==> config.mk <==
export PLATFORM = sky130hd
export DESIGN_NAME = base64_stream_decoder_top
export DESIGN_NICKNAME = d
export VERILOG_FILES = /design/src/sv/b64d_pkg.sv /design/src/sv/b64d_front.sv /design/src/sv/b64d_fifo.sv /design/src/sv/b64d_back.sv /design/src/sv/base64_stream_decoder_top.sv
export VERILOG_INCLUDE_DIRS = /design/src /design/src/sv
export SDC_FILE = /design/constraint.sdc
export NUM_CORES = 1
export LEC_CHECK = 0
export BUFFER_PORTS_ARGS = -buffer_cell sky130_fd_sc_hd__buf_4
export CAP_MARGIN = 10
export CORE_MARGIN = 2
export CORE_UTILIZATION = 30
export CTS_CLUSTER_SIZE = 25
export DETAILED_ROUTE_END_ITERATION = 10
export GPL_TIMING_DRIVEN = 0
export PLACE_DENSITY = 0.5
export SLEW_MARGIN = 20
export SYNTH_ARGS = -nofsm -noshare
export SYNTH_HDL_FRONTEND = slang
export SYNTH_HIERARCHICAL = 1
export SYNTH_SLANG_ARGS = --single-unit
==> constraint.sdc <==
create_clock -name clk_i -period 4.3 [get_ports clk_i]
set_input_delay 1.29 -clock clk_i [delete_from_list [all_inputs] [get_ports clk_i]]
set_output_delay 1.29 -clock clk_i [all_outputs]
set_load 0.02 [all_outputs]
==> src/sv/base64_stream_decoder_top_assert.svh <==
// Assertion macros shared by the base64 stream decoder RTL.
// Included by the modules that carry concurrent assertions; no other dependencies.
`ifndef BASE64_STREAM_DECODER_TOP_ASSERT_SVH
`define BASE64_STREAM_DECODER_TOP_ASSERT_SVH

// Same-cycle implication, disabled while reset is asserted.
`define B64D_ASSERT_NOW(lbl, clk, rstn, ante, cons, msg) \
  lbl: assert property (@(posedge clk) disable iff (!rstn) (ante) |-> (cons)) \
    else $error(msg);

// Next-cycle implication, disabled while reset is asserted.
`define B64D_ASSERT_NEXT(lbl, clk, rstn, ante, cons, msg) \
  lbl: assert property (@(posedge clk) disable iff (!rstn) (ante) |=> (cons)) \
    else $error(msg);

`endif

==> src/sv/b64d_pkg.sv <==
// Shared types, constants and the alphabet lookup of the base64 stream decoder.
// No dependencies; imported by every module of the block.
`default_nettype none

package b64d_pkg;

  localparam logic [7:0] CharPad = 8'h3D;  // '='

  typedef enum logic {
    KindData   = 1'b0,
    KindFinish = 1'b1
  } kind_e;

  // One queued unit of output work: one to three results that share flags.
  typedef struct packed {
    logic [23:0] bytes;      // first result in the top byte
    logic [1:0]  num;        // number of results, 1 to 3
    logic        byte_valid;
    logic        err;
    logic        garb;
    logic        ended;
  } entry_t;

  typedef struct packed {
    logic       ok;
    logic [5:0] value;
  } sextet_t;

  // Maps a character of the standard alphabet to its six-bit value.
  function automatic sextet_t sextet_of(input logic [7:0] c);
    sextet_t r;
    r.ok    = 1'b1;
    r.value = '0;
    if (c >= 8'h41 && c <= 8'h5A) begin
      r.value = 6'(c - 8'h41);
    end else if (c >= 8'h61 && c <= 8'h7A) begin
      r.value = 6'(c - 8'h61 + 8'd26);
    end else if (c >= 8'h30 && c <= 8'h39) begin
      r.value = 6'(c - 8'h30 + 8'd52);
    end else if (c == 8'h2B) begin
      r.value = 6'd62;
    end else if (c == 8'h2F) begin
      r.value = 6'd63;
    end else begin
      r.ok = 1'b0;
    end
    return r;
  endfunction

endpackage

`default_nettype wire

==> src/sv/b64d_front.sv <==
// Front end of the base64 stream decoder: accepts characters, keeps the sextet
// accumulator and the sticky flags, and queues work entries. Uses b64d_pkg.
`default_nettype none
`include "base64_stream_decoder_top_assert.svh"

module b64d_front import b64d_pkg::*; (
  input  wire logic       clk_i,
  input  wire logic       rst_ni,
  input  wire logic       in_valid_i,
  output logic            in_ready_o,
  input  wire logic       kind_i,
  input  wire logic [7:0] in_char_i,
  input  wire logic       full_i,
  output logic            push_o,
  output entry_t          entry_o
);

  logic [17:0] acc_q, acc_d;
  logic [1:0]  cnt_q, cnt_d;
  logic        ended_q, ended_d;
  logic        err_q, err_d;
  logic        garb_q, garb_d;
  logic        accept;
  logic        push_req;
  logic [23:0] bytes;
  logic [1:0]  num;
  logic        bv;
  logic [17:0] acc_new;
  sextet_t     sx;

  assign in_ready_o = !full_i;
  assign accept     = in_valid_i && !full_i;
  assign sx         = sextet_of(in_char_i);
  assign acc_new    = {acc_q[11:0], sx.value};

  always_comb begin
    acc_d    = acc_q;
    cnt_d    = cnt_q;
    ended_d  = ended_q;
    err_d    = err_q;
    garb_d   = garb_q;
    push_req = 1'b0;
    bytes    = '0;
    num      = 2'd1;
    bv       = 1'b0;
    if (ended_q) begin
      // Every item after the end gives exactly one status result.
      push_req = 1'b1;
      if (kind_e'(kind_i) == KindData && in_char_i != 8'h00) begin
        garb_d = 1'b1;
      end
    end else if (kind_e'(kind_i) == KindFinish || in_char_i == CharPad) begin
      ended_d  = 1'b1;
      acc_d    = '0;
      cnt_d    = '0;
      push_req = 1'b1;
      unique case (cnt_q)
        2'd3: begin
          bytes = {acc_q[17:10], acc_q[9:2], 8'h00};
          num   = 2'd2;
          bv    = 1'b1;
        end
        2'd2: begin
          bytes = {acc_q[11:4], 16'h0000};
          bv    = 1'b1;
        end
        2'd1: begin
          err_d = 1'b1;
        end
        default: begin
        end
      endcase
    end else if (!sx.ok) begin
      err_d = 1'b1;
    end else if (cnt_q == 2'd3) begin
      push_req = 1'b1;
      bytes    = {acc_q, sx.value};
      num      = 2'd3;
      bv       = 1'b1;
      acc_d    = '0;
      cnt_d    = '0;
    end else begin
      acc_d = acc_new;
      cnt_d = cnt_q + 2'd1;
    end
  end

  assign push_o           = accept && push_req;
  assign entry_o.bytes      = bytes;
  assign entry_o.num        = num;
  assign entry_o.byte_valid = bv;
  assign entry_o.err        = err_d;
  assign entry_o.garb       = garb_d;
  assign entry_o.ended      = ended_d;

  always_ff @(posedge clk_i or negedge rst_ni) begin
    if (!rst_ni) begin
      acc_q   <= '0;
      cnt_q   <= '0;
      ended_q <= 1'b0;
      err_q   <= 1'b0;
      garb_q  <= 1'b0;
    end else if (accept) begin
      acc_q   <= acc_d;
      cnt_q   <= cnt_d;
      ended_q <= ended_d;
      err_q   <= err_d;
      garb_q  <= garb_d;
    end
  end

  // Once the stream has ended, the sextet state stays empty and the end sticks.
  `B64D_ASSERT_NEXT(a_end_sticky, clk_i, rst_ni, ended_q,
                    ended_q && cnt_q == 2'd0, "stream end was lost or sextets gathered after it")

endmodule

`default_nettype wire

==> src/sv/b64d_fifo.sv <==
// Short queue of work entries between the front and back ends of the decoder.
// Uses entry_t from b64d_pkg.
`default_nettype none
`include "base64_stream_decoder_top_assert.svh"

module b64d_fifo import b64d_pkg::*; #(
  parameter int Depth = 4
) (
  input  wire logic   clk_i,
  input  wire logic   rst_ni,
  input  wire logic   push_i,
  input  wire entry_t data_i,
  input  wire logic   pop_i,
  output entry_t      data_o,
  output logic        full_o,
  output logic        empty_o
);

  localparam int PtrW = (Depth > 1) ? $clog2(Depth) : 1;
  localparam int CntW = $clog2(Depth + 1);

  entry_t            mem_q [Depth];
  logic [PtrW-1:0]   wr_ptr_q, rd_ptr_q;
  logic [CntW-1:0]   count_q;

  assign full_o  = count_q == CntW'(Depth);
  assign empty_o = count_q == '0;
  assign data_o  = mem_q[rd_ptr_q];

  always_ff @(posedge clk_i) begin
    if (push_i) begin
      mem_q[wr_ptr_q] <= data_i;
    end
  end

  always_ff @(posedge clk_i or negedge rst_ni) begin
    if (!rst_ni) begin
      wr_ptr_q <= '0;
      rd_ptr_q <= '0;
      count_q  <= '0;
    end else begin
      if (push_i) begin
        wr_ptr_q <= (wr_ptr_q == PtrW'(Depth - 1)) ? '0 : wr_ptr_q + 1'b1;
      end
      if (pop_i) begin
        rd_ptr_q <= (rd_ptr_q == PtrW'(Depth - 1)) ? '0 : rd_ptr_q + 1'b1;
      end
      if (push_i && !pop_i) begin
        count_q <= count_q + 1'b1;
      end else if (pop_i && !push_i) begin
        count_q <= count_q - 1'b1;
      end
    end
  end

  `B64D_ASSERT_NOW(a_no_overflow, clk_i, rst_ni, push_i, !full_o || pop_i,
                   "entry written into a full queue")
  `B64D_ASSERT_NOW(a_no_underflow, clk_i, rst_ni, pop_i, !empty_o,
                   "entry read from an empty queue")

endmodule

`default_nettype wire

==> src/sv/b64d_back.sv <==
// Back end of the decoder: takes work entries from the queue and delivers their
// results one per ready cycle from an output register. Uses b64d_pkg.
`default_nettype none
`include "base64_stream_decoder_top_assert.svh"

module b64d_back import b64d_pkg::*; (
  input  wire logic   clk_i,
  input  wire logic   rst_ni,
  input  wire entry_t entry_i,
  input  wire logic   empty_i,
  output logic        pop_o,
  output logic        out_valid_o,
  input  wire logic   out_ready_i,
  output logic [7:0]  out_byte_o,
  output logic        byte_valid_o,
  output logic        last_o,
  output logic        error_seen_o,
  output logic        garbage_seen_o,
  output logic        stream_ended_o
);

  logic [1:0]  rem_q;
  logic [23:0] bytes_q;
  logic        bv_q, err_q, garb_q, ended_q;
  logic        out_accept;

  assign out_valid_o = rem_q != 2'd0;
  assign out_accept  = out_valid_o && out_ready_i;
  // The next entry is loaded as the final result of the current one leaves.
  assign pop_o = !empty_i && (rem_q == 2'd0 || (rem_q == 2'd1 && out_ready_i));

  always_ff @(posedge clk_i or negedge rst_ni) begin
    if (!rst_ni) begin
      rem_q <= '0;
    end else if (pop_o) begin
      rem_q <= entry_i.num;
    end else if (out_accept) begin
      rem_q <= rem_q - 2'd1;
    end
  end

  always_ff @(posedge clk_i) begin
    if (pop_o) begin
      bytes_q <= entry_i.bytes;
      bv_q    <= entry_i.byte_valid;
      err_q   <= entry_i.err;
      garb_q  <= entry_i.garb;
      ended_q <= entry_i.ended;
    end else if (out_accept) begin
      bytes_q <= {bytes_q[15:0], 8'h00};
    end
  end

  assign out_byte_o     = bytes_q[23:16];
  assign byte_valid_o   = bv_q;
  assign last_o         = rem_q == 2'd1;
  assign error_seen_o   = err_q;
  assign garbage_seen_o = garb_q;
  assign stream_ended_o = ended_q;

  // A status result always stands alone and carries a zero byte.
  `B64D_ASSERT_NOW(a_status_alone, clk_i, rst_ni, out_valid_o && !byte_valid_o,
                   last_o && out_byte_o == 8'h00, "status result is not a lone zero result")

endmodule

`default_nettype wire

==> src/sv/base64_stream_decoder_top.sv <==
// Base64 stream decoder. One character (or a finish request) is accepted per
// cycle while the internal queue of FifoDepth entries has room; the front end
// classifies it in the cycle of acceptance, and a request that releases results
// reaches the output through the queue and the back end's output register. The
// back end delivers one result per cycle from its output register while the
// output is ready, so four characters give three bytes and a steady stream
// runs at one character per cycle; output stalls reach the input only once the
// queue is full. Characters outside the alphabet set a sticky error flag and
// are dropped; '=' or a finish request flushes leftover sextets and ends the
// stream. Depends on b64d_pkg, b64d_front, b64d_fifo and b64d_back.
`default_nettype none

module base64_stream_decoder_top import b64d_pkg::*; #(
  parameter int FifoDepth = 4
) (
  input  wire logic       clk_i,
  input  wire logic       rst_ni,
  input  wire logic       in_valid_i,
  output logic            in_ready_o,
  input  wire logic       kind_i,
  input  wire logic [7:0] in_char_i,
  output logic            out_valid_o,
  input  wire logic       out_ready_i,
  output logic [7:0]      out_byte_o,
  output logic            byte_valid_o,
  output logic            last_o,
  output logic            error_seen_o,
  output logic            garbage_seen_o,
  output logic            stream_ended_o
);

  entry_t wr_entry, rd_entry;
  logic   push, pop, full, empty;

  b64d_front u_front (
    .clk_i      (clk_i),
    .rst_ni     (rst_ni),
    .in_valid_i (in_valid_i),
    .in_ready_o (in_ready_o),
    .kind_i     (kind_i),
    .in_char_i  (in_char_i),
    .full_i     (full),
    .push_o     (push),
    .entry_o    (wr_entry)
  );

  b64d_fifo #(
    .Depth (FifoDepth)
  ) u_fifo (
    .clk_i   (clk_i),
    .rst_ni  (rst_ni),
    .push_i  (push),
    .data_i  (wr_entry),
    .pop_i   (pop),
    .data_o  (rd_entry),
    .full_o  (full),
    .empty_o (empty)
  );

  b64d_back u_back (
    .clk_i          (clk_i),
    .rst_ni         (rst_ni),
    .entry_i        (rd_entry),
    .empty_i        (empty),
    .pop_o          (pop),
    .out_valid_o    (out_valid_o),
    .out_ready_i    (out_ready_i),
    .out_byte_o     (out_byte_o),
    .byte_valid_o   (byte_valid_o),
    .last_o         (last_o),
    .error_seen_o   (error_seen_o),
    .garbage_seen_o (garbage_seen_o),
    .stream_ended_o (stream_ended_o)
  );

endmodule

`default_nettype wire
==> metrics list, run 1 <==
* Status: complete, no violations
* Leading cell type by number of instances after synthesis: edfxtp_1
* Fin Setup TNS: 0 ns
* Antenna violations before repair: 0
- Worst stage delay on the critical path: between 0.4 and 0.5 ns
* Die Ht: roughly 170 um
- The routed layout has 4374 vias.
- The share of total power dissipated in the clock network is 26.2%.
- Counting cells, the worst reg-to-reg path comes to 10.
- Data on the critical path is required at its endpoint by 4.65 ns.
- In the global route stage, overall resource usage came out at 12.4%.
- # nets final: between 500 and 600
* Netlist Area Pre-Place: ~8100 sq um
* Detailed Place HPWL: approximately 11 mm
- Sequential cells burn 43.1% of the power.
- The tree is rooted in a clkbuf_16.
* Critical path launch point type: input pin
- Per-cell routed wire length: 18.2 um
- Together, buffers and inverters on the worst path number 4.
- Setup slack after placement: -0.333 ns
* Final design utilization: 35.9%
* Worst slew margin relative to its limit: a little over a third
- Floorplan die area: approximately 28000 sq um
* CTS buffer count: 17
* Synth top area share: between 50% and 60%
- Met2 Use GR: 20.3%
- The floorplan has 59 rows.
* Clock Pin Slew Worst Setup and Hold Paths: 0.07 ns
* Achievable frequency: 247 MHz
- TritonCTS built the clock tree.
* Max Cap Violations: 0
* Register bit total from synthesis: 180
- Combinational fraction of design power: 30.7%
- Path category of the worst min-delay check: register to register
- Number of iterations in the first detailed-routing pass: 4
* Hold Slack: 0.458 ns
- For this run, the leading register cell type out of synthesis is edfxtp_1.
- The number of antenna diodes in the final layout is 0.
* Net switching power: 1.69 mW
* Switching share of total power: 29.0%
- Worst Hold Path EP: u_front/garb_q
- CP Cell Sequence: buf_4 -> buf_2 -> inv_1 -> ha_1 -> and2b_1 -> a2bb2oi_2 -> a311oi_4 -> or2_2 -> a21oi_1 -> nor2_2 -> ha_1 -> inv_1 -> fa_1 -> xor2_1 -> nor2_1 -> xor2_1
- Across the VDD grid, the largest voltage drop is around 0.00029 V.
* Met3 Usage GRT: 2.42%
- Count of nets left with antenna violations after detail routing: 0
- Top delay family on crit path: adder cells
- Sorting the synthesized cells by area gives the leading types as edfxtp_1 55%, dfrtp_1 9.9%, mux4_2 7.8%.
- Count of input and output buffers: 26
- Initial Util: 30.7%
- In this run the deepest clock path goes through 2 buffers.
* Clock insertion delay at the later pin of the skew report: ~0.43 ns
- Setup repair after global routing left no endpoint under its margin.
- Commonest cells post-synth: 148 x edfxtp_1, 44 x nand2_1, 32 x dfrtp_1
- In the routed layout, each cell is associated on average with a via count of 4.80.
- In this run, the number of DRC markers left after iteration 0 of detailed routing was 372.
- Across the routed clock network, the largest skew measured is 0.0120 ns.
- Crit-path slowest cell: a311oi_4
- Placed instance count: just under 900
* GR met1 Demand/Resource: between 10% and 20%
- The first global-routing pass estimated 26.2 mm of wire.
- In this run the most used layer during global routing was met2.
* Largest net degree at the start of global routing: 33
- The startpoint identified for the worst hold timing path is u_front/garb_q.
* CP Class: input pin to register
- Along the worst hold path, the cell count comes to 2.
- Transition time of the tightest slew-check pin: 0.944 ns
- The number of nets in the synthesized netlist is about 550.
* Critical path data arrival time: 4.40 ns
* Max FO, Critical Path: 9
- For this run the aggregate overflow at the end of global routing stands at 0.
- Once layout is complete, the cells apart from fillers number 911.
- In the finished design, the share of the clock period the worst path needs comes to 94.2%.
- Critical register-to-register path endpoint: u_fifo/count_q[2]
* Final number of max-transition violations: 0
- Number of synthesized flops with an enable pin: about 150
- Design internal power: 4.15 mW
* Synthesized area per cell: 15.7 sq um
- In this run the register-to-register setup slack is 1.41 ns.
- After clock tree synthesis, the flow added hold-fix buffers numbering 0.
- Worst Setup End Kind: register
- The Yosys step of the flow raised 6 warnings.
- CTS built an H-tree with a depth of 4.
* Library cells used by synthesis: 62
* Dpl cell area: 8820 sq um
- For this design the static power due to leakage is ~3.3 nW.
- Count of unresolved DRC violations after routing: 0
* Critical path depth: 16
- The tree built by TritonCTS fans out to 180 sinks.
* Mapped Cells: 513
- Total power for the finished layout comes to a little under 6 mW.
- Routability-driven placement finished with a final weighted congestion of approximately 0.8.
* Pwr dens: 621 nW/um^2
- Final hold vios: 0
* Count of final setup violators: 0
- For this design the top-level I/O count stands at 28.
* Synth area leader: edfxtp_1
* Ratio of cells with drive above 1 in the final layout: a little over a quarter
- Post-route cell area: 9420 sq um
* Least setup slack across all paths after layout: 0.248 ns
* Core area: 26200 sq um
- Proportion of synthesized flip-flops having asynchronous set or reset: 17.8%
* Via count of the first global-routing pass: 4553
* Seq/Total Area, Yosys: 65.1%
* Final routed wirelength across all metal layers: between 15 and 20 mm
* Area growth syn-to-layout: 16.9%
- The worst path in the final design needs a cycle of between 4 and 5 ns, including I/O delays and setup.
* Die width: about 170 um
- Worst r2r src: u_fifo/count_q[0]
-- worst reg2reg max path, delay by kind of cell, from the launching register on --
family,cells,cell delay [ns]
AND/OR/NAND/NOR,3,1.15
adder cells (fa/ha/maj),2,0.54
flip-flops,1,0.44
buffers and inverters,3,0.39
XOR/XNOR,2,0.30
-- power groups by stage --
stage	Clock, mW	Sequential, mW	Combinational [mW]
global route	1.64	2.56	1.96
finish	1.53	2.52	1.80
CTS	1.56	2.53	1.84
global placement	0	2.56	1.70
floorplan	0	2.53	1.25
detailed placement	0	2.56	1.84
-- per-layer routing --
metal  share of wire, %  routed length (um)  up-vias
met5                  0                   0        -
met4                1.5                 248        0
met3                2.6                 427       17
met2                 49                8100       73
met1                 47                7830     2255
li1                   -                   -     2029
-- timing repair --
item                                    CTS  global route
endpoints found under the setup margin    0            35
endpoints found under the hold margin     0             0
gates resized for setup                   0             1
setup buffers                             0             0
-- cell type report --
type | count | area (sq um)
Tap cell | 335 | 419
Fill cell | 2430 | 16800
Timing Repair Buffer | 31 | 333
Sequential cell | 180 | 5250
Clock buffer | 25 | 541
Clock inverter | 7 | 52.6
Buffer | 31 | 279
Multi-Input combinational cell | 277 | 2460
Inverter | 25 | 93.8
-- kinds of logic (layout without fill, tap and decap cells) --
family / Yosys count / in the layout / synth area share, %
mux: 50 / 50 / 11.3
buf+inv: 56 / 119 / 4.63
flops: 180 / 180 / 65.1
simple gates: 126 / 126 / 7.98
compound gates: 74 / 74 / 6.88
fa+ha+maj: 23 / 23 / 3.67
xor+xnor: 4 / 4 / 0.435
-- worst max path at each step --
stage	from	to	slack [ns]
after floorplan	in_char_i[2]	u_fifo/mem_q[1][0]	0.10
after global placement	in_char_i[0]	u_fifo/mem_q[1][22]	-0.99
after detailed placement	in_char_i[0]	u_fifo/count_q[2]	-0.33
after CTS	in_char_i[0]	u_fifo/count_q[2]	0.13
after global routing	in_char_i[2]	u_fifo/count_q[2]	0.02
final	in_char_i[0]	u_fifo/count_q[2]	0.25
-- state kept, by name, summed over array words and instances (netlist names) --
register,cells
u_front/garb_q,1
u_front/ended_q,1
u_back/stream_ended_o,1
u_fifo/rd_ptr_q,2
u_front/cnt_q,2
u_fifo/count_q,3
u_back/error_seen_o,1
u_back/rem_q,2
u_back/garbage_seen_o,1
u_back/byte_valid_o,1
u_back/bytes_q,24
u_fifo/mem_q,120
u_fifo/wr_ptr_q,2
u_front/err_q,1
u_front/acc_q,18
-- placed cells by master, fill, tap and decap left out, drive strengths merged, types with 6 or more instances in the layout --
| master | count |
|---|---|
| a21oi | 10 |
| a22o | 8 |
| and2 | 21 |
| buf | 60 |
| clkbuf | 27 |
| dfrtp | 32 |
| edfxtp | 148 |
| ha | 22 |
| inv | 30 |
| mux2 | 19 |
| mux4 | 30 |
| nand2 | 44 |
| nand2b | 7 |
| nand3 | 6 |
| nor2 | 24 |
| nor3 | 6 |
| o21ai | 27 |
| o31ai | 10 |
(Power assumes the default switching activity.)
==> run 2: changes to the inputs <==
--- a/config.mk
+++ b/config.mk
@@ -10,6 +10,8 @@
 export CAP_MARGIN = 10
 export CORE_MARGIN = 2
 export CORE_UTILIZATION = 30
+export CTS_BUF_LIST = sky130_fd_sc_hd__clkbuf_2 sky130_fd_sc_hd__clkbuf_4 sky130_fd_sc_hd__clkbuf_8
+export CTS_CLUSTER_DIAMETER = 200
 export CTS_CLUSTER_SIZE = 25
 export DETAILED_ROUTE_END_ITERATION = 10
 export GPL_TIMING_DRIVEN = 0
==> metrics list, run 2 (synthesis gave the netlist of run 1 again) <==
- The die covers 28200 sq um.
* Commonest cells after routing, fill and taps aside: 148 x edfxtp_1, 44 x nand2_1, 38 x buf_4, 32 x dfrtp_1, 28 x mux4_2
- Final hold vios: 0
- Count of unresolved DRC violations after routing: 0
- Achievable frequency: 248 MHz
- Once detailed placement completed, the half-perimeter wirelength came to 11.5 mm.
- The critical path crosses 16 cells after its start point.
* Clock Pin Slew Worst Setup and Hold Paths: about 0.090 ns
* Setup clock skew after layout: 0.0214 ns
- Cts-stage hold buffer count: 0
- STA classifies the critical path startpoint as an input pin.
* CTS tree: done
- Post-CTS timing repair inserted 0 buffers for setup.
- The register with the most flip-flops in the layout has 120 of them.
- Total of fill cells in the finished design: around 2400
- After detailed placement, the total cell area comes to 8820 sq um.
- On the critical path the largest part of the delay comes from adder cells.
* Clock period minus final worst setup slack: 4.02 ns
- Crit path required time: roughly 4.7 ns
- The H-tree was split into 4 levels.
- Post-CTS sizing: 0
- CP Class: input pin to register
* Number of cells on the worst hold path: 2
- Via count: 4334
* Hold Slack: 0.464 ns
- In the finished design, the share of the clock period the worst path needs comes to a little over 90%.
* Transition time of the tightest slew-check pin: 0.983 ns
* Final RePlAce weighted congestion: about 0.8
- Clock buffer depth: 2
- The total overflow left after global routing is 0.
- Critical path data arrival time: 4.40 ns
- Area growth syn-to-layout: 15.0%
* Die width: between 150 and 200 um
- Of the cells placed in the final design, the portion with a size suffix greater than 1 is 28.1%.
- Status: complete, no violations
- CTS buffer count: 17
* Path category of the worst min-delay check: register to register
- The first detailed-routing pass took 4 iterations.
- Most common cell after layout, fill and taps aside: edfxtp_1
- Setup repair after global routing left no endpoint under its margin.
* Global-route wire length before repair: roughly 26 mm
* Via count of the first global-routing pass: ~4600
* FF/Latch Area: 5250 sq um
- The critical path goes through buf_4 -> buf_2 -> inv_1 -> ha_1 -> and2b_1 -> a2bb2oi_2 -> a311oi_4 -> or2_2 -> a21oi_1 -> nor2_2 -> ha_1 -> inv_1 -> fa_1 -> xor2_1 -> nor2_1 -> xor2_1.
* Final routed wirelength across all metal layers: about 17 mm
* Via-to-Cell Ratio: 4.76
- Initial Util: 30.7%
* Max Cap Violations: 0
- Summed over all cells, the static leakage comes to between 3 and 4 nW.
- Top register by number of flip-flops: u_fifo/mem_q
- Clock insertion delay at the later pin of the skew report: 0.46 ns
* Final antenna diode count: 0
- On the critical path, the stage with the largest delay is an instance of a311oi_4.
* Clock root buffer master: clkbuf_8
* Buffer and inverter count on the worst path: 4
- Placed instance count: approximately 880
* I/O pin total: 28
- Measured against its own limit, the worst slew margin works out to 34.0%.
- Count of nets left with antenna violations after detail routing: 0
* Max FO, Critical Path: 9
* Worst stage delay on the critical path: 0.44 ns
* Worst-case vdd ir drop: roughly 0.00023 V
- For this block, the initial DRC count from the detailed router was 357.
- The worst setup path is captured at a register.
- Measured in cells, the most critical reg-to-reg path has a length of 10.
* Post-route cell area: 9260 sq um
- # nets final: 599
- Excluding fillers, the count of instances in the completed layout stands at 911.
* Core area: 26200 sq um
- Largest net degree at the start of global routing: 33
* Pwr dens: 602 nW/um^2
- The count of buffers added on input and output ports is 26.
* Number of clock sinks: 180
- The total count of max-transition violations in the final report came to 0.
- The number of antenna violations at the first check in global routing came to 0.
- Die Ht: 168 um
* GRT Overall Usage: 12.3%
* Per-cell routed wire length: about 18 um
- The multi-input combinational cells in the finished layout cover a total of 2460 sq um.
* Count of final setup violators: 0
- The floorplan has 59 rows.
- The largest registers in the layout are u_fifo/mem_q x120, u_back/bytes_q x24, u_front/acc_q x18.
==> run 2: changes by cell type in the layout (fill, tap and decap cells not counted), sizes merged <==
cell,previous run,this run
bufinv,0,4
clkbuf,27,23
==> run 2: cell type report <==
type	instances	area share, %
tap	335	4.52
sequential	180	56.6
timing repair buffer	31	3.59
inverter	25	1.01
clock inverter	11	1.86
buffer	31	3.01
multi-input combinational	277	26.5
clock buffer	21	2.85
==> run 2: worst min-delay path: cells and delay by family, from the launching register on <==
family	cells	cell delay (ns)
AOI/OAI and AO/OA	1	0.06
DFF	1	0.33
buffers and inverters	1	0.04
==> run 2: worst paths after layout <==
check	from	to	slack [ns]
hold / removal	u_front/garb_q	u_front/garb_q	0.46
setup / recovery	in_char_i[0]	u_fifo/count_q[2]	0.28
setup reg to reg	u_fifo/count_q[0]	u_fifo/count_q[2]	1.38
hold reg to reg	u_front/garb_q	u_front/garb_q	0.46
max in group asynchronous	rst_ni	u_fifo/rd_ptr_q[0]	3.20
min in group asynchronous	rst_ni	u_back/rem_q[1]	0.76
==> run 2: report_power, final <==
part	switching, mW	internal, mW
registers	0.141	2.37
clock network	0.599	0.665
logic	0.911	0.891
==> run 2: through the flow <==
stage / total power [mW] / TNS, ns / util (%) / setup WS, ns
global placement: 4.26 / -123.38 / 33.1 / -0.990
detailed placement: 4.40 / -23.63 / 33.7 / -0.333
finish: 5.58 / 0 / 35.3 / 0.275
global route: 5.88 / 0 / 35.3 / 0.0635
CTS: 5.66 / 0 / 35.3 / 0.174
floorplan: 3.78 / 0 / - / 0.102
==> run 2: metal layers <==
| layer | part of all wire (%) | GRT usage [%] |
|---|---|---|
| met1 | 48 | 16.5 |
| met2 | 49 | 20.3 |
| met3 | 2.2 | 2.28 |
| met4 | 1.3 | 4.08 |
| met5 | 0 | 0 |
==> run 3: changes to the inputs <==
--- a/config.mk
+++ b/config.mk
@@ -8,7 +8,7 @@
 export LEC_CHECK = 0
 export BUFFER_PORTS_ARGS = -buffer_cell sky130_fd_sc_hd__buf_4
 export CAP_MARGIN = 10
-export CORE_MARGIN = 2
+export CORE_MARGIN = 4
 export CORE_UTILIZATION = 30
 export CTS_BUF_LIST = sky130_fd_sc_hd__clkbuf_2 sky130_fd_sc_hd__clkbuf_4 sky130_fd_sc_hd__clkbuf_8
 export CTS_CLUSTER_DIAMETER = 200
==> metrics list, run 3 (synthesis gave the netlist of run 1 again) <==
- Cell leakage power: 3.27 nW
- Summed over all nets, the switching power comes to between 1.5 and 2 mW.
- Clock insertion delay at the later pin of the skew report: 0.45 ns
- The H-tree was split into 4 levels.
* Per-cell routed wire length: 18.4 um
- CTS tree: done
- Status: complete, no violations
* Core area: 26200 sq um
* Post-route clock period utilization: a little over nine tenths
- Overflow after GRT: 0
- Summing over every cut layer, the via total after detailed routing is roughly 4400.
- Worst Setup End Kind: register
* Global-route wire length before repair: 26.5 mm
* Crit-path slowest cell: a311oi_4
- At the pin with the least slew margin, the transition time is 0.926 ns.
* Final Instance Count excl. Fillers: 911
- The worst setup path is of the input pin to register kind.
- In the final design database the tool counted between 500 and 600 nets.
* Final RePlAce weighted congestion: 0.788
* Hold Slack: between 0.4 and 0.5 ns
- Initial Util: 30.7%
- The floorplan step defined a die boundary enclosing 29500 sq um.
- Achievable frequency: 247 MHz
- Final routed wirelength across all metal layers: 16.8 mm
- The number of antenna diodes in the final layout is 0.
* Pwr dens: 595 nW/um^2
- Setup slack after placement: -0.371 ns
* RSZ-0062 raised after global routing: false
- Via-to-Cell Ratio: about 4.8
- The tree is rooted in a clkbuf_8.
* GRT Overall Usage: approximately an eighth
- The number of clock buffers added by TritonCTS is 17.
- The internal portion of the total power is 3.89 mW.
* Flop2flop setup slack: 1.41 ns
- Number of flip-flops in the largest register: 120
* Worst r2r src: u_fifo/count_q[0]
- Count of unresolved DRC violations after routing: 0
- CP Cell Sequence: buf_4 -> buf_2 -> inv_1 -> ha_1 -> and2b_1 -> a2bb2oi_2 -> a311oi_4 -> or2_2 -> a21oi_1 -> nor2_2 -> ha_1 -> inv_1 -> fa_1 -> xor2_1 -> nor2_1 -> xor2_1
* Switching share of total power: 29.2%
- Final hold vios: 0
* Part of the power in the clock network: 21.7%
- Worst-case vdd ir drop: 0.000299 V
* Critical register-to-register path endpoint: u_fifo/count_q[2]
- Measured along the x axis, the die boundary spans 172 um.
- The wire-length estimate of the detail-placed layout is about 12 mm.
- The clock period could shrink to 4.04 ns.
- Power comes to 5.49 mW.
* Worst slew margin relative to its limit: between 30% and 40%
* Count of nets left with antenna violations after detail routing: 0
* Worst Setup SP: in_char_i[0]
- The largest single stage delay on the critical path is 0.45 ns.
* Combinational fraction of design power: 32.5%
- Fin Setup TNS: 0 ns
- The total count of max-transition violations in the final report was 0.
- Buffers inserted by post-CTS timing repair: 0
* Number of clock sinks: 180
- Pin placement for this block handled 28 I/O pins.
- The number of global-route vias before repair is between 4000 and 5000.
- Depth of the most critical reg-to-reg path: 10
* Top register by number of flip-flops: u_fifo/mem_q
* Total of fill cells in the finished design: 2431
- Following the worst setup path forward leads to its endpoint at u_fifo/count_q[2].
* Count of input and output buffers: 26
* Area growth syn-to-layout: 14.7%
- Placed instance count: 879
- Standard-cell rows: 59
- Antenna violations before repair: 0
- Biggest regs: u_fifo/mem_q x120, u_back/bytes_q x24, u_front/acc_q x18
* Share of total power in sequential cells: 45.8%
- The detailed router finished its first iteration with 285 violations.
- Clock-pin slew was measured on the worst setup and hold paths at roughly 0.090 ns.
- Critical path launch point type: input pin
* Commonest cells after routing, fill and taps aside: 148 x edfxtp_1, 44 x nand2_1, 38 x buf_4, 32 x dfrtp_1, 28 x mux4_2
- Largest net degree at the start of global routing: 33
* Number of iterations in the first detailed-routing pass: 4
- Setup violations remaining at the end of the flow were counted as 0.
- Ratio of cells with drive above 1 in the final layout: 28.0%
- Max FO, Critical Path: 9
* Crit path required time: 4.69 ns
- Leaving out fill and tap cells, the most frequent cell in the layout is edfxtp_1.
* Setup clock skew after layout: 0.0168 ns
- Measured along the y axis, the die boundary spans 172 um.
- Least setup slack across all paths after layout: 0.259 ns
* Path category of the worst min-delay check: register to register
* Critical path data arrival time: 4.43 ns
* Clock buffer depth: 2
* Max Cap Violations: 0
[run 3: cell types whose count changed in the layout (fill, tap and decap cells not counted)]
cell,previous run,this run
buf_12,3,4
clkinvlp_4,1,0
clkbuf_8,17,20
inv_4,3,1
clkinv_2,0,4
bufinv_16,4,3
clkinv_1,0,1
buf_16,5,4
inv_6,2,0
clkbuf_4,4,2
[run 3: cell type report]
cell class	instances	area (sq um)	area share, %
flip-flops and latches	180	5250	56.8
multi-input cells	277	2460	26.6
well taps	335	419	4.54
repair buffers	31	325	3.52
clock buffers	22	290	3.14
plain buffers	31	279	3.02
clock inverters	10	129	1.39
inverters	25	93.8	1.02
[run 3: power by group through the flow]
| stage | clock network, mW | logic [mW] | registers (mW) |
|---|---|---|---|
| after floorplan | 0 | 1.25 | 2.53 |
| after global placement | 0 | 1.71 | 2.56 |
| after detailed placement | 0 | 1.83 | 2.56 |
| after CTS | 1.23 | 1.84 | 2.52 |
| after global routing | 1.32 | 1.95 | 2.55 |
| final | 1.19 | 1.79 | 2.51 |
[run 3: critical path, delay by kind of cell]
kind	cells	cell delay, ns
XOR/XNOR	2	0.30
AND/OR/NAND/NOR	4	0.77
AO/OA/AOI/OAI	3	0.72
adder cells (fa/ha/maj)	3	0.90
buffers and inverters	4	0.46
[run 3: how the worst min path moves through the flow]
| stage | start | end | slack (ns) | depth (start not counted) |
|---|---|---|---|---|
| 6_report | u_front/err_q | u_front/err_q | 0.46 | 2 |
| 3_3_place_gp | u_front/err_q | u_front/err_q | 0.44 | 2 |
| 4_1_cts | u_front/err_q | u_front/err_q | 0.46 | 2 |
| 5_1_grt | u_front/err_q | u_front/err_q | 0.48 | 2 |
| 3_5_place_dp | u_front/err_q | u_front/err_q | 0.44 | 2 |
| 2_1_floorplan | u_front/err_q | u_front/err_q | 0.42 | 2 |
[run 3: metrics by stage]
stage,cell area [sq um],util (%)
after floorplan,8060,-
after global placement,8670,33.1
after detailed placement,8820,33.6
after CTS,9240,35.2
after global routing,9240,35.3
final,9240,35.3
[run 3: repair_timing]
action	4_1_cts	5_1_grt
endpoints found under the setup margin	0	48
gates resized for setup	0	1
hold endpoints to repair	0	0
hold buffers	0	0
[run 3: metal layers]
layer	global-route usage [%]	wire, um	vias up
li1	-	-	2021
met1	15.8	7440	2245
met2	20.0	8400	91
met3	2.51	755	15
met4	3.55	178	0
met5	0	0	-
